## src/tdvq_pkg.sv

```systemverilog
package tdvq_pkg;

   localparam int FuncWidth     = 2;
   localparam int CoordWidth    = 10;
   localparam int StepWidth     = 11;
   localparam int ValueWidth    = 24;
   localparam int CsrIndexWidth = 3;
   localparam int CsrDataWidth  = 24;

   localparam int MulAWidth   = 26;
   localparam int MulBWidth   = 12;
   localparam int ProdWidth   = MulAWidth + MulBWidth;
   localparam int AccWidth    = 23;
   localparam int DivNumWidth = 36;
   localparam int DivDenWidth = 26;
   localparam int DivSteps    = DivNumWidth / 2;
   localparam int DivCntWidth = $clog2(DivSteps + 1);

   localparam logic [CsrIndexWidth-1:0] CSR_CENTER_X    = 3'd0;
   localparam logic [CsrIndexWidth-1:0] CSR_CENTER_Y    = 3'd1;
   localparam logic [CsrIndexWidth-1:0] CSR_DIAL_RADIUS = 3'd2;
   localparam logic [CsrIndexWidth-1:0] CSR_MIN_VALUE   = 3'd3;
   localparam logic [CsrIndexWidth-1:0] CSR_MAX_VALUE   = 3'd4;
   localparam logic [CsrIndexWidth-1:0] CSR_STEP_COUNT  = 3'd5;
   localparam logic [CsrIndexWidth-1:0] CSR_START_VALUE = 3'd6;

   localparam logic [CoordWidth-1:0] RADIUS_RESET = 10'd32;
   localparam logic [ValueWidth-1:0] MAX_RESET    = 24'd25600;
   localparam logic [StepWidth-1:0]  STEPS_RESET  = 11'd1;

   typedef enum logic [FuncWidth-1:0] {
      FUNC_BEGIN = 2'd0,
      FUNC_MOVE  = 2'd1,
      FUNC_TAP   = 2'd2,
      FUNC_END   = 2'd3
   } tdvq_func_type;

   typedef enum logic [4:0] {
      OP_NONE,
      OP_LOAD,
      OP_HIT_DX,
      OP_HIT_DY,
      OP_HIT_RR,
      OP_HIT_FIN,
      OP_DRAG_MUL,
      OP_DRAG_DIV,
      OP_DRAG_SUM,
      OP_COMMIT_PLAIN,
      OP_SNAP_MUL1,
      OP_SNAP_DIV1,
      OP_SNAP_IDX,
      OP_SNAP_MUL2,
      OP_SNAP_DIV2,
      OP_SNAP_FIN,
      OP_TAP,
      OP_EMIT
   } tdvq_op_type;

   typedef enum logic [4:0] {
      ST_IDLE,
      ST_DISPATCH,
      ST_HIT_DX,
      ST_HIT_DY,
      ST_HIT_RR,
      ST_HIT_FIN,
      ST_DRAG_MUL,
      ST_DRAG_DIV,
      ST_DRAG_WAIT,
      ST_DRAG_SUM,
      ST_SNAP_CHK,
      ST_SNAP_MUL1,
      ST_SNAP_DIV1,
      ST_SNAP_WAIT1,
      ST_SNAP_IDX,
      ST_SNAP_MUL2,
      ST_SNAP_DIV2,
      ST_SNAP_WAIT2,
      ST_SNAP_FIN,
      ST_TAP,
      ST_EMIT
   } tdvq_state_type;

   typedef struct packed {
      tdvq_func_type func;
      logic          div_done;
      logic          snap_on;
      logic          out_full;
   } tdvq_status_type;

endpackage

```

## src/tdvq_if.sv

```systemverilog
interface tdvq_req_if;
   logic                             valid;
   logic                             ready;
   logic [tdvq_pkg::FuncWidth-1:0]   func;
   logic [tdvq_pkg::CoordWidth-1:0]  touch_x;
   logic [tdvq_pkg::CoordWidth-1:0]  touch_y;

   modport source (output valid, output func, output touch_x, output touch_y, input ready);
   modport sink   (input valid, input func, input touch_x, input touch_y, output ready);
endinterface

interface tdvq_rsp_if;
   logic                                   valid;
   logic                                   ready;
   logic                                   hit;
   logic signed [tdvq_pkg::ValueWidth-1:0] dial_value;
   logic                                   tapped;

   modport source (output valid, output hit, output dial_value, output tapped, input ready);
   modport sink   (input valid, input hit, input dial_value, input tapped, output ready);
endinterface

interface tdvq_csr_if;
   logic                                 valid;
   logic                                 ready;
   logic [tdvq_pkg::CsrIndexWidth-1:0]   reg_index;
   logic [tdvq_pkg::CsrDataWidth-1:0]    wr_data;

   modport source (output valid, output reg_index, output wr_data, input ready);
   modport sink   (input valid, input reg_index, input wr_data, output ready);
endinterface

```

## src/tdvq_div.sv

```systemverilog
module tdvq_div (
   input  logic                               clock,
   input  logic                               reset,
   input  logic                               start,
   input  logic [tdvq_pkg::DivNumWidth-1:0]   dividend,
   input  logic [tdvq_pkg::DivDenWidth-1:0]   divisor,
   output logic [tdvq_pkg::DivNumWidth-1:0]   quotient,
   output logic                               rem_nz,
   output logic                               done
);

   localparam int NW = tdvq_pkg::DivNumWidth;
   localparam int DW = tdvq_pkg::DivDenWidth;

   logic [NW-1:0]                      quo_ff, quo_in;
   logic [DW-1:0]                      rem_ff, rem_in;
   logic [DW-1:0]                      den_ff;
   logic [tdvq_pkg::DivCntWidth-1:0]   cnt_ff;
   logic                               busy_ff;
   logic                               done_ff;

   logic [DW:0] part1, part2;
   logic [DW-1:0] rem1;
   logic ge1, ge2;

   always_comb begin
      part1 = {rem_ff, quo_ff[NW-1]};
      ge1   = part1 >= {1'b0, den_ff};
      rem1  = ge1 ? DW'(part1 - {1'b0, den_ff}) : part1[DW-1:0];
      part2 = {rem1, quo_ff[NW-2]};
      ge2   = part2 >= {1'b0, den_ff};
      rem_in = ge2 ? DW'(part2 - {1'b0, den_ff}) : part2[DW-1:0];
      quo_in = {quo_ff[NW-3:0], ge1, ge2};
   end

   always_ff @(posedge clock) begin
      if (reset) begin
         busy_ff <= 1'b0;
         done_ff <= 1'b0;
         cnt_ff  <= '0;
      end else begin
         done_ff <= 1'b0;
         if (start) begin
            busy_ff <= 1'b1;
            cnt_ff  <= tdvq_pkg::DivCntWidth'(tdvq_pkg::DivSteps);
         end else if (busy_ff) begin
            cnt_ff <= cnt_ff - 1'b1;
            if (cnt_ff == tdvq_pkg::DivCntWidth'(1)) begin
               busy_ff <= 1'b0;
               done_ff <= 1'b1;
            end
         end
      end
   end

   always_ff @(posedge clock) begin
      if (start) begin
         quo_ff <= dividend;
         rem_ff <= '0;
         den_ff <= divisor;
      end else if (busy_ff) begin
         quo_ff <= quo_in;
         rem_ff <= rem_in;
      end
   end

   assign quotient = quo_ff;
   assign rem_nz   = rem_ff != '0;
   assign done     = done_ff;

endmodule

```

## src/tdvq_datapath.sv

```systemverilog
module tdvq_datapath (
   input  logic                                   clock,
   input  logic                                   reset,
   input  tdvq_pkg::tdvq_op_type                  op,
   output tdvq_pkg::tdvq_status_type              status,
   input  logic [tdvq_pkg::FuncWidth-1:0]         req_func,
   input  logic [tdvq_pkg::CoordWidth-1:0]        req_touch_x,
   input  logic [tdvq_pkg::CoordWidth-1:0]        req_touch_y,
   input  logic                                   csr_valid,
   input  logic [tdvq_pkg::CsrIndexWidth-1:0]     csr_reg_index,
   input  logic [tdvq_pkg::CsrDataWidth-1:0]      csr_wr_data,
   input  logic                                   rsp_ready,
   output logic                                   rsp_valid,
   output logic                                   rsp_hit,
   output logic signed [tdvq_pkg::ValueWidth-1:0] rsp_dial_value,
   output logic                                   rsp_tapped
);

   localparam int CW = tdvq_pkg::CoordWidth;
   localparam int VW = tdvq_pkg::ValueWidth;
   localparam int SW = tdvq_pkg::StepWidth;
   localparam int PW = tdvq_pkg::ProdWidth;
   localparam int AW = tdvq_pkg::AccWidth;
   localparam int NW = tdvq_pkg::DivNumWidth;
   localparam int DW = tdvq_pkg::DivDenWidth;

   logic [CW-1:0]        cx_ff, cy_ff, rad_ff;
   logic signed [VW-1:0] min_ff, max_ff;
   logic [SW-1:0]        steps_ff;
   logic signed [VW-1:0] cur_ff, grab_ff;
   logic [CW-1:0]        grab_y_ff;
   logic                 tap_ff;

   logic [tdvq_pkg::FuncWidth-1:0] func_ff;
   logic [CW-1:0]        x_ff, y_ff;
   logic                 hit_ff;
   logic signed [PW-1:0] prod_ff, prod_in;
   logic [AW-1:0]        acc_ff;
   logic                 neg_ff;
   logic signed [VW-1:0] v_ff, v_in;
   logic [SW-1:0]        idx_ff, idx_in;

   logic                 rsp_valid_ff, rsp_hit_ff, rsp_tapped_ff;
   logic signed [VW-1:0] rsp_value_ff;

   logic signed [VW:0]   range_w;
   logic                 range_pos, snap_on;
   logic [SW-1:0]        levels_w;
   logic signed [CW:0]   dx_w, dy_w, travel_w;
   logic [CW-1:0]        r_eff_w;
   logic [VW:0]          voff_w;

   logic signed [tdvq_pkg::MulAWidth-1:0] mul_a;
   logic signed [tdvq_pkg::MulBWidth-1:0] mul_b;
   logic                 mul_en;

   logic signed [PW-1:0] n_drag;
   logic [PW-1:0]        n_drag_mag;
   logic [NW-1:0]        div_num, div_quo;
   logic [DW-1:0]        div_den;
   logic                 div_start, div_rem_nz, div_done;

   logic signed [PW-1:0] delta_w, vsum_w, min_ext, max_ext;
   logic [PW-1:0]        qmag_w;
   logic                 hit_test;
   logic signed [VW-1:0] snap_val, plain_val;

   assign range_w   = {max_ff[VW-1], max_ff} - {min_ff[VW-1], min_ff};
   assign range_pos = ~range_w[VW] & (range_w != '0);
   assign levels_w  = steps_ff - SW'(1);
   assign snap_on   = (steps_ff > SW'(1)) & range_pos;
   assign dx_w      = {1'b0, x_ff} - {1'b0, cx_ff};
   assign dy_w      = {1'b0, y_ff} - {1'b0, cy_ff};
   assign travel_w  = {1'b0, grab_y_ff} - {1'b0, y_ff};
   assign r_eff_w   = (rad_ff == '0) ? CW'(1) : rad_ff;
   assign voff_w    = {v_ff[VW-1], v_ff} - {min_ff[VW-1], min_ff};

   always_comb begin
      mul_a  = '0;
      mul_b  = '0;
      mul_en = 1'b1;
      unique case (op)
         tdvq_pkg::OP_HIT_DX: begin
            mul_a = {{(tdvq_pkg::MulAWidth-CW-1){dx_w[CW]}}, dx_w};
            mul_b = {{(tdvq_pkg::MulBWidth-CW-1){dx_w[CW]}}, dx_w};
         end
         tdvq_pkg::OP_HIT_DY: begin
            mul_a = {{(tdvq_pkg::MulAWidth-CW-1){dy_w[CW]}}, dy_w};
            mul_b = {{(tdvq_pkg::MulBWidth-CW-1){dy_w[CW]}}, dy_w};
         end
         tdvq_pkg::OP_HIT_RR: begin
            mul_a = {{(tdvq_pkg::MulAWidth-CW){1'b0}}, rad_ff};
            mul_b = {{(tdvq_pkg::MulBWidth-CW){1'b0}}, rad_ff};
         end
         tdvq_pkg::OP_DRAG_MUL: begin
            mul_a = {range_w[VW], range_w};
            mul_b = {{(tdvq_pkg::MulBWidth-CW-1){travel_w[CW]}}, travel_w};
         end
         tdvq_pkg::OP_SNAP_MUL1: begin
            mul_a = {1'b0, voff_w};
            mul_b = {1'b0, levels_w};
         end
         tdvq_pkg::OP_SNAP_MUL2: begin
            mul_a = {range_w[VW], range_w};
            mul_b = {1'b0, idx_ff};
         end
         default: mul_en = 1'b0;
      endcase
   end

   assign prod_in = mul_a * mul_b;

   assign n_drag     = {prod_ff[PW-2:0], 1'b0} + {{(PW-CW-1){1'b0}}, r_eff_w, 1'b0};
   assign n_drag_mag = n_drag[PW-1] ? (~n_drag + PW'(1)) : n_drag;

   always_comb begin
      div_num   = '0;
      div_den   = '0;
      div_start = 1'b1;
      unique case (op)
         tdvq_pkg::OP_DRAG_DIV: begin
            div_num = n_drag_mag[NW-1:0];
            div_den = {{(DW-CW-2){1'b0}}, r_eff_w, 2'b00};
         end
         tdvq_pkg::OP_SNAP_DIV1: begin
            div_num = {prod_ff[NW-2:0], 1'b0} + {{(NW-VW){1'b0}}, range_w[VW-1:0]};
            div_den = {range_w, 1'b0};
         end
         tdvq_pkg::OP_SNAP_DIV2: begin
            div_num = {prod_ff[NW-2:0], 1'b0} + {{(NW-SW){1'b0}}, levels_w};
            div_den = {{(DW-SW-1){1'b0}}, levels_w, 1'b0};
         end
         default: div_start = 1'b0;
      endcase
   end

   tdvq_div u_div (
      .clock    (clock),
      .reset    (reset),
      .start    (div_start),
      .dividend (div_num),
      .divisor  (div_den),
      .quotient (div_quo),
      .rem_nz   (div_rem_nz),
      .done     (div_done)
   );

   // floor division of a signed numerator from the magnitude quotient, added to the grab value and clamped to min/max
   always_comb begin
      qmag_w = {{(PW-NW){1'b0}}, div_quo};
      if (!range_pos) begin
         delta_w = '0;
      end else if (neg_ff) begin
         delta_w = -(qmag_w + {{(PW-1){1'b0}}, div_rem_nz});
      end else begin
         delta_w = qmag_w;
      end
      vsum_w  = {{(PW-VW){grab_ff[VW-1]}}, grab_ff} + delta_w;
      min_ext = {{(PW-VW){min_ff[VW-1]}}, min_ff};
      max_ext = {{(PW-VW){max_ff[VW-1]}}, max_ff};
      if (vsum_w < min_ext) begin
         v_in = min_ff;
      end else if (vsum_w > max_ext) begin
         v_in = max_ff;
      end else begin
         v_in = vsum_w[VW-1:0];
      end
   end

   assign idx_in    = (div_quo > {{(NW-SW){1'b0}}, levels_w}) ? levels_w : div_quo[SW-1:0];
   assign snap_val  = min_ff + div_quo[VW-1:0];
   assign plain_val = (steps_ff <= SW'(1)) ? v_ff : min_ff;
   assign hit_test  = acc_ff <= prod_ff[AW-1:0];

   always_ff @(posedge clock) begin
      if (reset) begin
         cx_ff        <= '0;
         cy_ff        <= '0;
         rad_ff       <= tdvq_pkg::RADIUS_RESET;
         min_ff       <= '0;
         max_ff       <= tdvq_pkg::MAX_RESET;
         steps_ff     <= tdvq_pkg::STEPS_RESET;
         cur_ff       <= '0;
         grab_ff      <= '0;
         grab_y_ff    <= '0;
         tap_ff       <= 1'b0;
         rsp_valid_ff <= 1'b0;
      end else begin
         case (op)
            tdvq_pkg::OP_HIT_FIN: begin
               if (hit_test) begin
                  grab_ff   <= cur_ff;
                  grab_y_ff <= y_ff;
               end
            end
            tdvq_pkg::OP_COMMIT_PLAIN: cur_ff <= plain_val;
            tdvq_pkg::OP_SNAP_FIN:     cur_ff <= snap_val;
            tdvq_pkg::OP_TAP:          tap_ff <= 1'b1;
            default: ;
         endcase
         if (op == tdvq_pkg::OP_EMIT) begin
            rsp_valid_ff <= 1'b1;
         end else if (rsp_ready) begin
            rsp_valid_ff <= 1'b0;
         end
         if (csr_valid) begin
            unique case (csr_reg_index)
               tdvq_pkg::CSR_CENTER_X:    cx_ff    <= csr_wr_data[CW-1:0];
               tdvq_pkg::CSR_CENTER_Y:    cy_ff    <= csr_wr_data[CW-1:0];
               tdvq_pkg::CSR_DIAL_RADIUS: rad_ff   <= csr_wr_data[CW-1:0];
               tdvq_pkg::CSR_MIN_VALUE:   min_ff   <= csr_wr_data[VW-1:0];
               tdvq_pkg::CSR_MAX_VALUE:   max_ff   <= csr_wr_data[VW-1:0];
               tdvq_pkg::CSR_STEP_COUNT:  steps_ff <= csr_wr_data[SW-1:0];
               tdvq_pkg::CSR_START_VALUE: cur_ff   <= csr_wr_data[VW-1:0];
               default: ;
            endcase
         end
      end
   end

   always_ff @(posedge clock) begin
      if (mul_en) begin
         prod_ff <= prod_in;
      end
      case (op)
         tdvq_pkg::OP_LOAD: begin
            func_ff <= req_func;
            x_ff    <= req_touch_x;
            y_ff    <= req_touch_y;
            hit_ff  <= 1'b0;
         end
         tdvq_pkg::OP_HIT_DY:   acc_ff <= prod_ff[AW-1:0];
         tdvq_pkg::OP_HIT_RR:   acc_ff <= acc_ff + prod_ff[AW-1:0];
         tdvq_pkg::OP_HIT_FIN:  hit_ff <= hit_test;
         tdvq_pkg::OP_DRAG_DIV: neg_ff <= n_drag[PW-1];
         tdvq_pkg::OP_DRAG_SUM: v_ff   <= v_in;
         tdvq_pkg::OP_SNAP_IDX: idx_ff <= idx_in;
         tdvq_pkg::OP_EMIT: begin
            rsp_hit_ff    <= hit_ff;
            rsp_value_ff  <= cur_ff;
            rsp_tapped_ff <= tap_ff;
         end
         default: ;
      endcase
   end

   always_comb begin
      status.func     = tdvq_pkg::tdvq_func_type'(func_ff);
      status.div_done = div_done;
      status.snap_on  = snap_on;
      status.out_full = rsp_valid_ff;
   end

   assign rsp_valid      = rsp_valid_ff;
   assign rsp_hit        = rsp_hit_ff;
   assign rsp_dial_value = rsp_value_ff;
   assign rsp_tapped     = rsp_tapped_ff;

endmodule

```

## src/tdvq_ctrl.sv

```systemverilog
module tdvq_ctrl (
   input  logic                      clock,
   input  logic                      reset,
   input  logic                      req_valid,
   input  tdvq_pkg::tdvq_status_type status,
   output tdvq_pkg::tdvq_op_type     op,
   output logic                      req_ready
);

   tdvq_pkg::tdvq_state_type state_ff, state_in;

   always_ff @(posedge clock) begin
      if (reset) begin
         state_ff <= tdvq_pkg::ST_IDLE;
      end else begin
         state_ff <= state_in;
      end
   end

   always_comb begin
      state_in = state_ff;
      unique case (state_ff)
         tdvq_pkg::ST_IDLE: begin
            if (req_valid) state_in = tdvq_pkg::ST_DISPATCH;
         end
         tdvq_pkg::ST_DISPATCH: begin
            unique case (status.func)
               tdvq_pkg::FUNC_BEGIN: state_in = tdvq_pkg::ST_HIT_DX;
               tdvq_pkg::FUNC_MOVE:  state_in = tdvq_pkg::ST_DRAG_MUL;
               tdvq_pkg::FUNC_TAP:   state_in = tdvq_pkg::ST_TAP;
               tdvq_pkg::FUNC_END:   state_in = tdvq_pkg::ST_EMIT;
               default:              state_in = tdvq_pkg::ST_EMIT;
            endcase
         end
         tdvq_pkg::ST_HIT_DX:    state_in = tdvq_pkg::ST_HIT_DY;
         tdvq_pkg::ST_HIT_DY:    state_in = tdvq_pkg::ST_HIT_RR;
         tdvq_pkg::ST_HIT_RR:    state_in = tdvq_pkg::ST_HIT_FIN;
         tdvq_pkg::ST_HIT_FIN:   state_in = tdvq_pkg::ST_EMIT;
         tdvq_pkg::ST_DRAG_MUL:  state_in = tdvq_pkg::ST_DRAG_DIV;
         tdvq_pkg::ST_DRAG_DIV:  state_in = tdvq_pkg::ST_DRAG_WAIT;
         tdvq_pkg::ST_DRAG_WAIT: begin
            if (status.div_done) state_in = tdvq_pkg::ST_DRAG_SUM;
         end
         tdvq_pkg::ST_DRAG_SUM:  state_in = tdvq_pkg::ST_SNAP_CHK;
         tdvq_pkg::ST_SNAP_CHK: begin
            state_in = status.snap_on ? tdvq_pkg::ST_SNAP_MUL1 : tdvq_pkg::ST_EMIT;
         end
         tdvq_pkg::ST_SNAP_MUL1:  state_in = tdvq_pkg::ST_SNAP_DIV1;
         tdvq_pkg::ST_SNAP_DIV1:  state_in = tdvq_pkg::ST_SNAP_WAIT1;
         tdvq_pkg::ST_SNAP_WAIT1: begin
            if (status.div_done) state_in = tdvq_pkg::ST_SNAP_IDX;
         end
         tdvq_pkg::ST_SNAP_IDX:   state_in = tdvq_pkg::ST_SNAP_MUL2;
         tdvq_pkg::ST_SNAP_MUL2:  state_in = tdvq_pkg::ST_SNAP_DIV2;
         tdvq_pkg::ST_SNAP_DIV2:  state_in = tdvq_pkg::ST_SNAP_WAIT2;
         tdvq_pkg::ST_SNAP_WAIT2: begin
            if (status.div_done) state_in = tdvq_pkg::ST_SNAP_FIN;
         end
         tdvq_pkg::ST_SNAP_FIN:   state_in = tdvq_pkg::ST_EMIT;
         tdvq_pkg::ST_TAP:        state_in = tdvq_pkg::ST_EMIT;
         tdvq_pkg::ST_EMIT: begin
            if (!status.out_full) state_in = tdvq_pkg::ST_IDLE;
         end
         default: state_in = tdvq_pkg::ST_IDLE;
      endcase
   end

   always_comb begin
      op        = tdvq_pkg::OP_NONE;
      req_ready = 1'b0;
      unique case (state_ff)
         tdvq_pkg::ST_IDLE: begin
            req_ready = 1'b1;
            if (req_valid) op = tdvq_pkg::OP_LOAD;
         end
         tdvq_pkg::ST_HIT_DX:    op = tdvq_pkg::OP_HIT_DX;
         tdvq_pkg::ST_HIT_DY:    op = tdvq_pkg::OP_HIT_DY;
         tdvq_pkg::ST_HIT_RR:    op = tdvq_pkg::OP_HIT_RR;
         tdvq_pkg::ST_HIT_FIN:   op = tdvq_pkg::OP_HIT_FIN;
         tdvq_pkg::ST_DRAG_MUL:  op = tdvq_pkg::OP_DRAG_MUL;
         tdvq_pkg::ST_DRAG_DIV:  op = tdvq_pkg::OP_DRAG_DIV;
         tdvq_pkg::ST_DRAG_SUM:  op = tdvq_pkg::OP_DRAG_SUM;
         tdvq_pkg::ST_SNAP_CHK: begin
            if (!status.snap_on) op = tdvq_pkg::OP_COMMIT_PLAIN;
         end
         tdvq_pkg::ST_SNAP_MUL1: op = tdvq_pkg::OP_SNAP_MUL1;
         tdvq_pkg::ST_SNAP_DIV1: op = tdvq_pkg::OP_SNAP_DIV1;
         tdvq_pkg::ST_SNAP_IDX:  op = tdvq_pkg::OP_SNAP_IDX;
         tdvq_pkg::ST_SNAP_MUL2: op = tdvq_pkg::OP_SNAP_MUL2;
         tdvq_pkg::ST_SNAP_DIV2: op = tdvq_pkg::OP_SNAP_DIV2;
         tdvq_pkg::ST_SNAP_FIN:  op = tdvq_pkg::OP_SNAP_FIN;
         tdvq_pkg::ST_TAP:       op = tdvq_pkg::OP_TAP;
         tdvq_pkg::ST_EMIT: begin
            if (!status.out_full) op = tdvq_pkg::OP_EMIT;
         end
         default: ;
      endcase
   end

endmodule

```

## src/touch_drag_value_quantizer_unit.sv

```systemverilog
// Each division runs on a shared 2-bit-per-cycle divider; a drag uses one
// or three. One item at a time: the next transfer can be taken in the cycle after
// the result is registered. Synchronous active-high reset restores register defaults,
// clears dial state and tap flag, and empties the output register.
module touch_drag_value_quantizer_unit (
   input logic        clock,
   input logic        reset,
   tdvq_req_if.sink   req_chan,
   tdvq_rsp_if.source rsp_chan,
   tdvq_csr_if.sink   csr_chan
);

   tdvq_pkg::tdvq_op_type     op;
   tdvq_pkg::tdvq_status_type status;
   logic                      req_ready;

   assign req_chan.ready = req_ready;
   assign csr_chan.ready = 1'b1;

   tdvq_ctrl u_ctrl (
      .clock     (clock),
      .reset     (reset),
      .req_valid (req_chan.valid),
      .status    (status),
      .op        (op),
      .req_ready (req_ready)
   );

   tdvq_datapath u_datapath (
      .clock          (clock),
      .reset          (reset),
      .op             (op),
      .status         (status),
      .req_func       (req_chan.func),
      .req_touch_x    (req_chan.touch_x),
      .req_touch_y    (req_chan.touch_y),
      .csr_valid      (csr_chan.valid),
      .csr_reg_index  (csr_chan.reg_index),
      .csr_wr_data    (csr_chan.wr_data),
      .rsp_ready      (rsp_chan.ready),
      .rsp_valid      (rsp_chan.valid),
      .rsp_hit        (rsp_chan.hit),
      .rsp_dial_value (rsp_chan.dial_value),
      .rsp_tapped     (rsp_chan.tapped)
   );

endmodule

```

## src/flat_wrapper.sv

```systemverilog
// flat-port wrapper written by rule: the top's interface ports become plain ports
module touch_drag_value_quantizer_unit_flat 
  (clock, reset, req_chan_valid, req_chan_func, req_chan_touch_x, req_chan_touch_y, req_chan_ready, rsp_chan_valid, rsp_chan_hit, rsp_chan_dial_value, rsp_chan_tapped, rsp_chan_ready, csr_chan_valid, csr_chan_reg_index, csr_chan_wr_data, csr_chan_ready);
  tdvq_req_if req_chan_i ();
  tdvq_rsp_if rsp_chan_i ();
  tdvq_csr_if csr_chan_i ();
  input logic clock;
  input logic reset;
  input wire logic [$bits(req_chan_i.valid)-1:0] req_chan_valid;
  input wire logic [$bits(req_chan_i.func)-1:0] req_chan_func;
  input wire logic [$bits(req_chan_i.touch_x)-1:0] req_chan_touch_x;
  input wire logic [$bits(req_chan_i.touch_y)-1:0] req_chan_touch_y;
  output wire logic [$bits(req_chan_i.ready)-1:0] req_chan_ready;
  output wire logic [$bits(rsp_chan_i.valid)-1:0] rsp_chan_valid;
  output wire logic [$bits(rsp_chan_i.hit)-1:0] rsp_chan_hit;
  output wire logic [$bits(rsp_chan_i.dial_value)-1:0] rsp_chan_dial_value;
  output wire logic [$bits(rsp_chan_i.tapped)-1:0] rsp_chan_tapped;
  input wire logic [$bits(rsp_chan_i.ready)-1:0] rsp_chan_ready;
  input wire logic [$bits(csr_chan_i.valid)-1:0] csr_chan_valid;
  input wire logic [$bits(csr_chan_i.reg_index)-1:0] csr_chan_reg_index;
  input wire logic [$bits(csr_chan_i.wr_data)-1:0] csr_chan_wr_data;
  output wire logic [$bits(csr_chan_i.ready)-1:0] csr_chan_ready;
  assign req_chan_i.valid = req_chan_valid;
  assign req_chan_i.func = req_chan_func;
  assign req_chan_i.touch_x = req_chan_touch_x;
  assign req_chan_i.touch_y = req_chan_touch_y;
  assign req_chan_ready = req_chan_i.ready;
  assign rsp_chan_valid = rsp_chan_i.valid;
  assign rsp_chan_hit = rsp_chan_i.hit;
  assign rsp_chan_dial_value = rsp_chan_i.dial_value;
  assign rsp_chan_tapped = rsp_chan_i.tapped;
  assign rsp_chan_i.ready = rsp_chan_ready;
  assign csr_chan_i.valid = csr_chan_valid;
  assign csr_chan_i.reg_index = csr_chan_reg_index;
  assign csr_chan_i.wr_data = csr_chan_wr_data;
  assign csr_chan_ready = csr_chan_i.ready;
  touch_drag_value_quantizer_unit u_core (.clock(clock), .reset(reset), .req_chan(req_chan_i), .rsp_chan(rsp_chan_i), .csr_chan(csr_chan_i));
endmodule
```

## config.mk

```make
export PLATFORM = sky130hd
export DESIGN_NAME = touch_drag_value_quantizer_unit_flat
export DESIGN_NICKNAME = d
export VERILOG_FILES = /design/src/tdvq_pkg.sv /design/src/tdvq_if.sv /design/src/tdvq_div.sv /design/src/tdvq_datapath.sv /design/src/tdvq_ctrl.sv /design/src/touch_drag_value_quantizer_unit.sv /design/src/flat_wrapper.sv
export SDC_FILE = /design/constraint.sdc
export NUM_CORES = 2
export LEC_CHECK = 0
export ABC_AREA = 1
export BUFFER_PORTS_ARGS = -buffer_cell sky130_fd_sc_hd__buf_2
export CAP_MARGIN = 40
export CELL_PAD_IN_SITES_DETAIL_PLACEMENT = 1
export CELL_PAD_IN_SITES_GLOBAL_PLACEMENT = 2
export CORE_UTILIZATION = 41
export DETAILED_ROUTE_END_ITERATION = 7
export GPL_ROUTABILITY_DRIVEN = 0
export PLACE_DENSITY_LB_ADDON = 0.1
export SLEW_MARGIN = 5
export SYNTH_ARGS = -nofsm -noshare
export SYNTH_HDL_FRONTEND = slang
export SYNTH_HIERARCHICAL = 1
export SYNTH_SLANG_ARGS = --single-unit
```

## constraint.sdc

```tcl
create_clock -name clock -period 13.9 [get_ports clock]
set_input_delay 0.695 -clock clock [delete_from_list [all_inputs] [get_ports clock]]
set_output_delay 0.695 -clock clock [all_outputs]
set_load 0.05 [all_outputs]
```

==> impl_metrics.csv <==
group,metric,value,unit
global_route,grtUsageTotal,0.346,
floorplanning,pin_count,83,
timing,slew_viol_final,0,
setup_path,arrival,12.50,ns
clock_tree,cts-htree-levels,2,
timing,fin_setup_tns,0,ns
clock_tree,cts_sinks,394,
final_layout,final_nets,8165,
floorplanning,fp.dieH,352,microns
worst_hold_path,holdPathEnd,"u_core/u_datapath/x_ff[2]",
power_and_ir_drop,p_per_area,226,mW/mm^2
synth,synth_top_family_by_area,"simple AND/OR/NAND/NOR gates",
setup_path,critPathKind,"flop to flop",
status,run_status,"completed",
route,dr.pass1.iters,5,
timing,fin_crit_sh,0.871,
clock_tree,clkTransAtPathRegs,0.07,ns
synth,synth_edf_count,207,
floorplanning,die_area,0.124,sq mm
setup_path,endpoint_kind,"flop",
route,postRouteAntennaNets,0,
timing,finalHoldViolations,0,
route,met3_length,12200,microns
synth,syn-mean-instance-area,6.85,sq um
synth,ys.flop_type,"edfxtp_1",
floorplanning,rows,127,
synth,synthArstFlopShare,0,
placement,portBuffers,81,
clock_tree,cts_root_buffer,"clkbuf_16",
setup_path,r2r_end,"u_core/u_datapath/prod_ff[28]",
setup_path,crit_fanout,40,
synth,synthCells,7315,
floorplanning,start_util,0.415,
power_and_ir_drop,power_switching,7140,uW
floorplanning,dieWidth,352,microns
worst_hold_path,min_path_cells,1,
global_route,grt_max_degree,72,
route,routed_wl,216000,microns
global_route,grt_pass1_wl,322000,microns
timing,slew_headroom,0.332,
power_and_ir_drop,p_clk_frac,0.117,
timing,fin_crit,12.11,ns
synth,synth_xor_area_frac,0.0317,
synth,ys_ff_latch,394,
timing,rsz0062_at_grt,"false",
final_layout,final_util,0.448,
synth,synthMuxAreaShare,0,
clock_tree,clk_latency,0.67,ns
setup_path,crit_slowest_cell,"nand2_2",
global_route,first_global_vias,51300,
route,wl_per_cell,24.0,microns
route,drc,0,
final_layout,syn_to_final_growth,7.93,%
clock_tree,clock_path_buffers,3,
timing,worstMarginPinSlew,0.999,ns
global_route,grt_antenna_before_repair,5,
synth,ys_warn_count,6,
global_route,gr-total-overflow,0,
route,met1_length,97200,microns
setup_path,reg2regPathDepth,46,
synth,synthAdderAreaFrac,0.236,
setup_path,cp-start-kind,"flop",
power_and_ir_drop,power.leakage,0.0269,uW
clock_tree,postCtsHoldBufs,0,
clock_tree,cts_setup_buffers,0,
floorplanning,core_area,0.121,sq mm
power_and_ir_drop,p_int,5090,uW
power_and_ir_drop,swShare,0.584,
synth,ys_seq_area_frac,0.199,
synth,synth_compound_area_frac,0.148,
power_and_ir_drop,p_comb_frac,0.710,
timing,finClkSkew,0.0419,ns
setup_path,cp_common_cell,"nand2_1",
route,via_per_inst,5.65,
synth,synthSimpleGateAreaFrac,0.274,
power_and_ir_drop,seq_power_share,0.173,
final_layout,antenna_cells,0,
setup_path,cp.required,14.29,ns
timing,fmax,82.6,MHz
synth,netlist_area,0.0501,sq mm
placement,dp_hpwl,179000,microns
final_layout,layout-drive-gt1-share,0.0623,
route,num_vias,50800,
worst_hold_path,min_from,"req_chan_touch_x[2]",
setup_path,critical-path-max-stage-delay,0.56,ns
job,maxCapViolCount,0,
setup_path,reg2reg_setup_slack,1.79,ns
synth,synth.distinct_cells,74,
clock_tree,cts_resized,0,
route,highest_layer,"met5",
route,wl_met2,96100,microns
synth,syn_nets,8144,
route,drt_first_iter_violations,3831,
timing,setup_viol,0,
clock_tree,cts_made_buffers,53,
worst_hold_path,hold_path.class,"input pin to flop",
clock_tree,cts_tree,"yes",
setup_path,timing.rr.start,"u_core/u_datapath/min_ff[0]",
power_and_ir_drop,vdd.ir_drop.worst,0.000159,V
-- worst max path at each step --
| stage | start | end | slack (ns) | depth (start not counted) |
|---|---|---|---|---|
| 6_report | u_core/u_datapath/min_ff[0] | u_core/u_datapath/prod_ff[28] | 1.79 | 46 |
| 5_1_grt | u_core/u_datapath/min_ff[0] | u_core/u_datapath/prod_ff[28] | 0.95 | 46 |
| 4_1_cts | u_core/u_datapath/min_ff[0] | u_core/u_datapath/prod_ff[28] | 1.93 | 46 |
| 3_5_place_dp | u_core/u_datapath/min_ff[0] | u_core/u_datapath/prod_ff[28] | 2.09 | 46 |
| 3_3_place_gp | u_core/u_datapath/min_ff[0] | u_core/u_datapath/prod_ff[28] | 2.05 | 47 |
| 2_1_floorplan | u_core/u_datapath/min_ff[0] | u_core/u_datapath/prod_ff[29] | 4.85 | 48 |
-- state kept, by name, summed over array words and instances, names as in the netlist, 11 cells and up --
register                          count
u_core/u_datapath/acc_ff             23
u_core/u_datapath/cur_ff             24
u_core/u_datapath/grab_ff            24
u_core/u_datapath/idx_ff             11
u_core/u_datapath/max_ff             24
u_core/u_datapath/min_ff             24
u_core/u_datapath/prod_ff            37
u_core/u_datapath/rsp_dial_value     24
u_core/u_datapath/steps_ff           11
u_core/u_datapath/u_div/den_ff       26
u_core/u_datapath/u_div/quotient     36
u_core/u_datapath/u_div/rem_ff       26
u_core/u_datapath/v_ff               24
-- cell usage in the layout (no fill, tap or decap), types with 27 or more instances in the layout --
master	n
nand2_1	1751
inv_1	1221
nor2_1	586
a21oi_1	583
ha_1	489
o21ai_0	461
nand3_1	414
fa_1	286
edfxtp_1	207
dfxtp_1	187
nand4_1	121
xor2_1	106
nor3_1	85
buf_2	83
xnor2_1	64
buf_4	56
clkbuf_16	54
o211ai_1	49
nand2_2	42
inv_2	38
or2_2	33
nor4_1	32
nor2_2	28
a21o_1	28
nand3_2	27
a31oi_1	27
-- kinds of logic (layout without fill, tap and decap cells) --
family | Yosys count | count (layout)
other cells | 2 | 2
fa+ha+maj | 775 | 775
flops | 394 | 394
simple gates | 3186 | 3186
compound gates | 1335 | 1335
buf+inv | 1447 | 1512
xor+xnor | 176 | 176
-- power groups by stage --
stage               Clock [uW]  Sequential, uW  Combinational [uW]
floorplan                    0            1820                5960
global placement             0            2110                8330
detailed placement           0            2120                8510
CTS                       1460            2100                8590
global route              1500            2110                9580
finish                    1430            2110                8680
-- final cells by class --
class,count,area [sq um]
clock buffer,62,1400
clock inverter,37,359
fill,15700,66500
inverter,1267,4760
multi-input combinational,5474,34600
sequential,394,9960
tap,1612,2020
timing repair buffer,146,938
-- through the flow --
stage          instance area [sq um]  worst slack [ns]  hold slack [ns]  power, uW  instances
3_5_place_dp                   52300              2.09            0.412      10600       8893
2_1_floorplan                  50100              4.85            0.400       7780       7315
6_report                       54100              1.79            0.214      12200       8992
3_3_place_gp                   52200              2.05            0.407      10400       8881
5_1_grt                        54100             0.955            0.192      13200       8992
4_1_cts                        54100              1.93            0.166      12100       8992
-- synthesized netlist by cell type (8+ instances only) --
cell type	number	area, sq um
dfxtp_1	187	3740
o21bai_1	22	165
a41oi_1	14	123
o21a_1	13	97.6
nor2_1	592	2220
o221ai_1	19	166
edfxtp_1	207	6220
o31ai_1	10	75.1
xnor2_1	64	561
or2_2	33	206
nor4_1	32	200
a21boi_0	10	75.1
nand4_1	121	757
a21o_1	28	210
o22ai_1	17	106
xor2_1	106	928
o211ai_1	49	368
nand3b_1	18	135
nand2_1	1752	6580
nand3_2	26	260
inv_1	1222	4590
inv_2	38	143
nand2_2	41	257
a21oi_1	583	2920
buf_4	8	60.1
ha_1	489	6120
buf_2	35	175
nor2_4	12	135
nor2_2	23	144
nand3_1	415	2080
fa_1	286	5730
clkbuf_1	121	454
a31oi_1	27	169
a211oi_1	17	128
o21ai_0	461	2310
o21ai_1	21	105
nor3_1	87	435
buf_1	8	30.0
-- routing by layer --
| layer | vias up | global-route usage |
|---|---|---|
| met5 | - | 0 |
| met4 | 6 | 0.143 |
| met3 | 324 | 0.0402 |
| met2 | 1436 | 0.552 |
| met1 | 25200 | 0.474 |
| li1 | 23900 | - |
-- worst max-delay path, delay by kind of cell (launching register included) --
| family | cells | cell delay (ns) |
|---|---|---|
| buffers and inverters | 8 | 1.51 |
| and+or+nand+nor | 19 | 3.60 |
| xor gates and xnor gates | 1 | 0.10 |
| adders and majority gates | 8 | 3.71 |
| DFF | 1 | 0.46 |
| AOI/OAI and AO/OA | 10 | 2.38 |
Note: power is estimated with default switching activity, not from simulation.
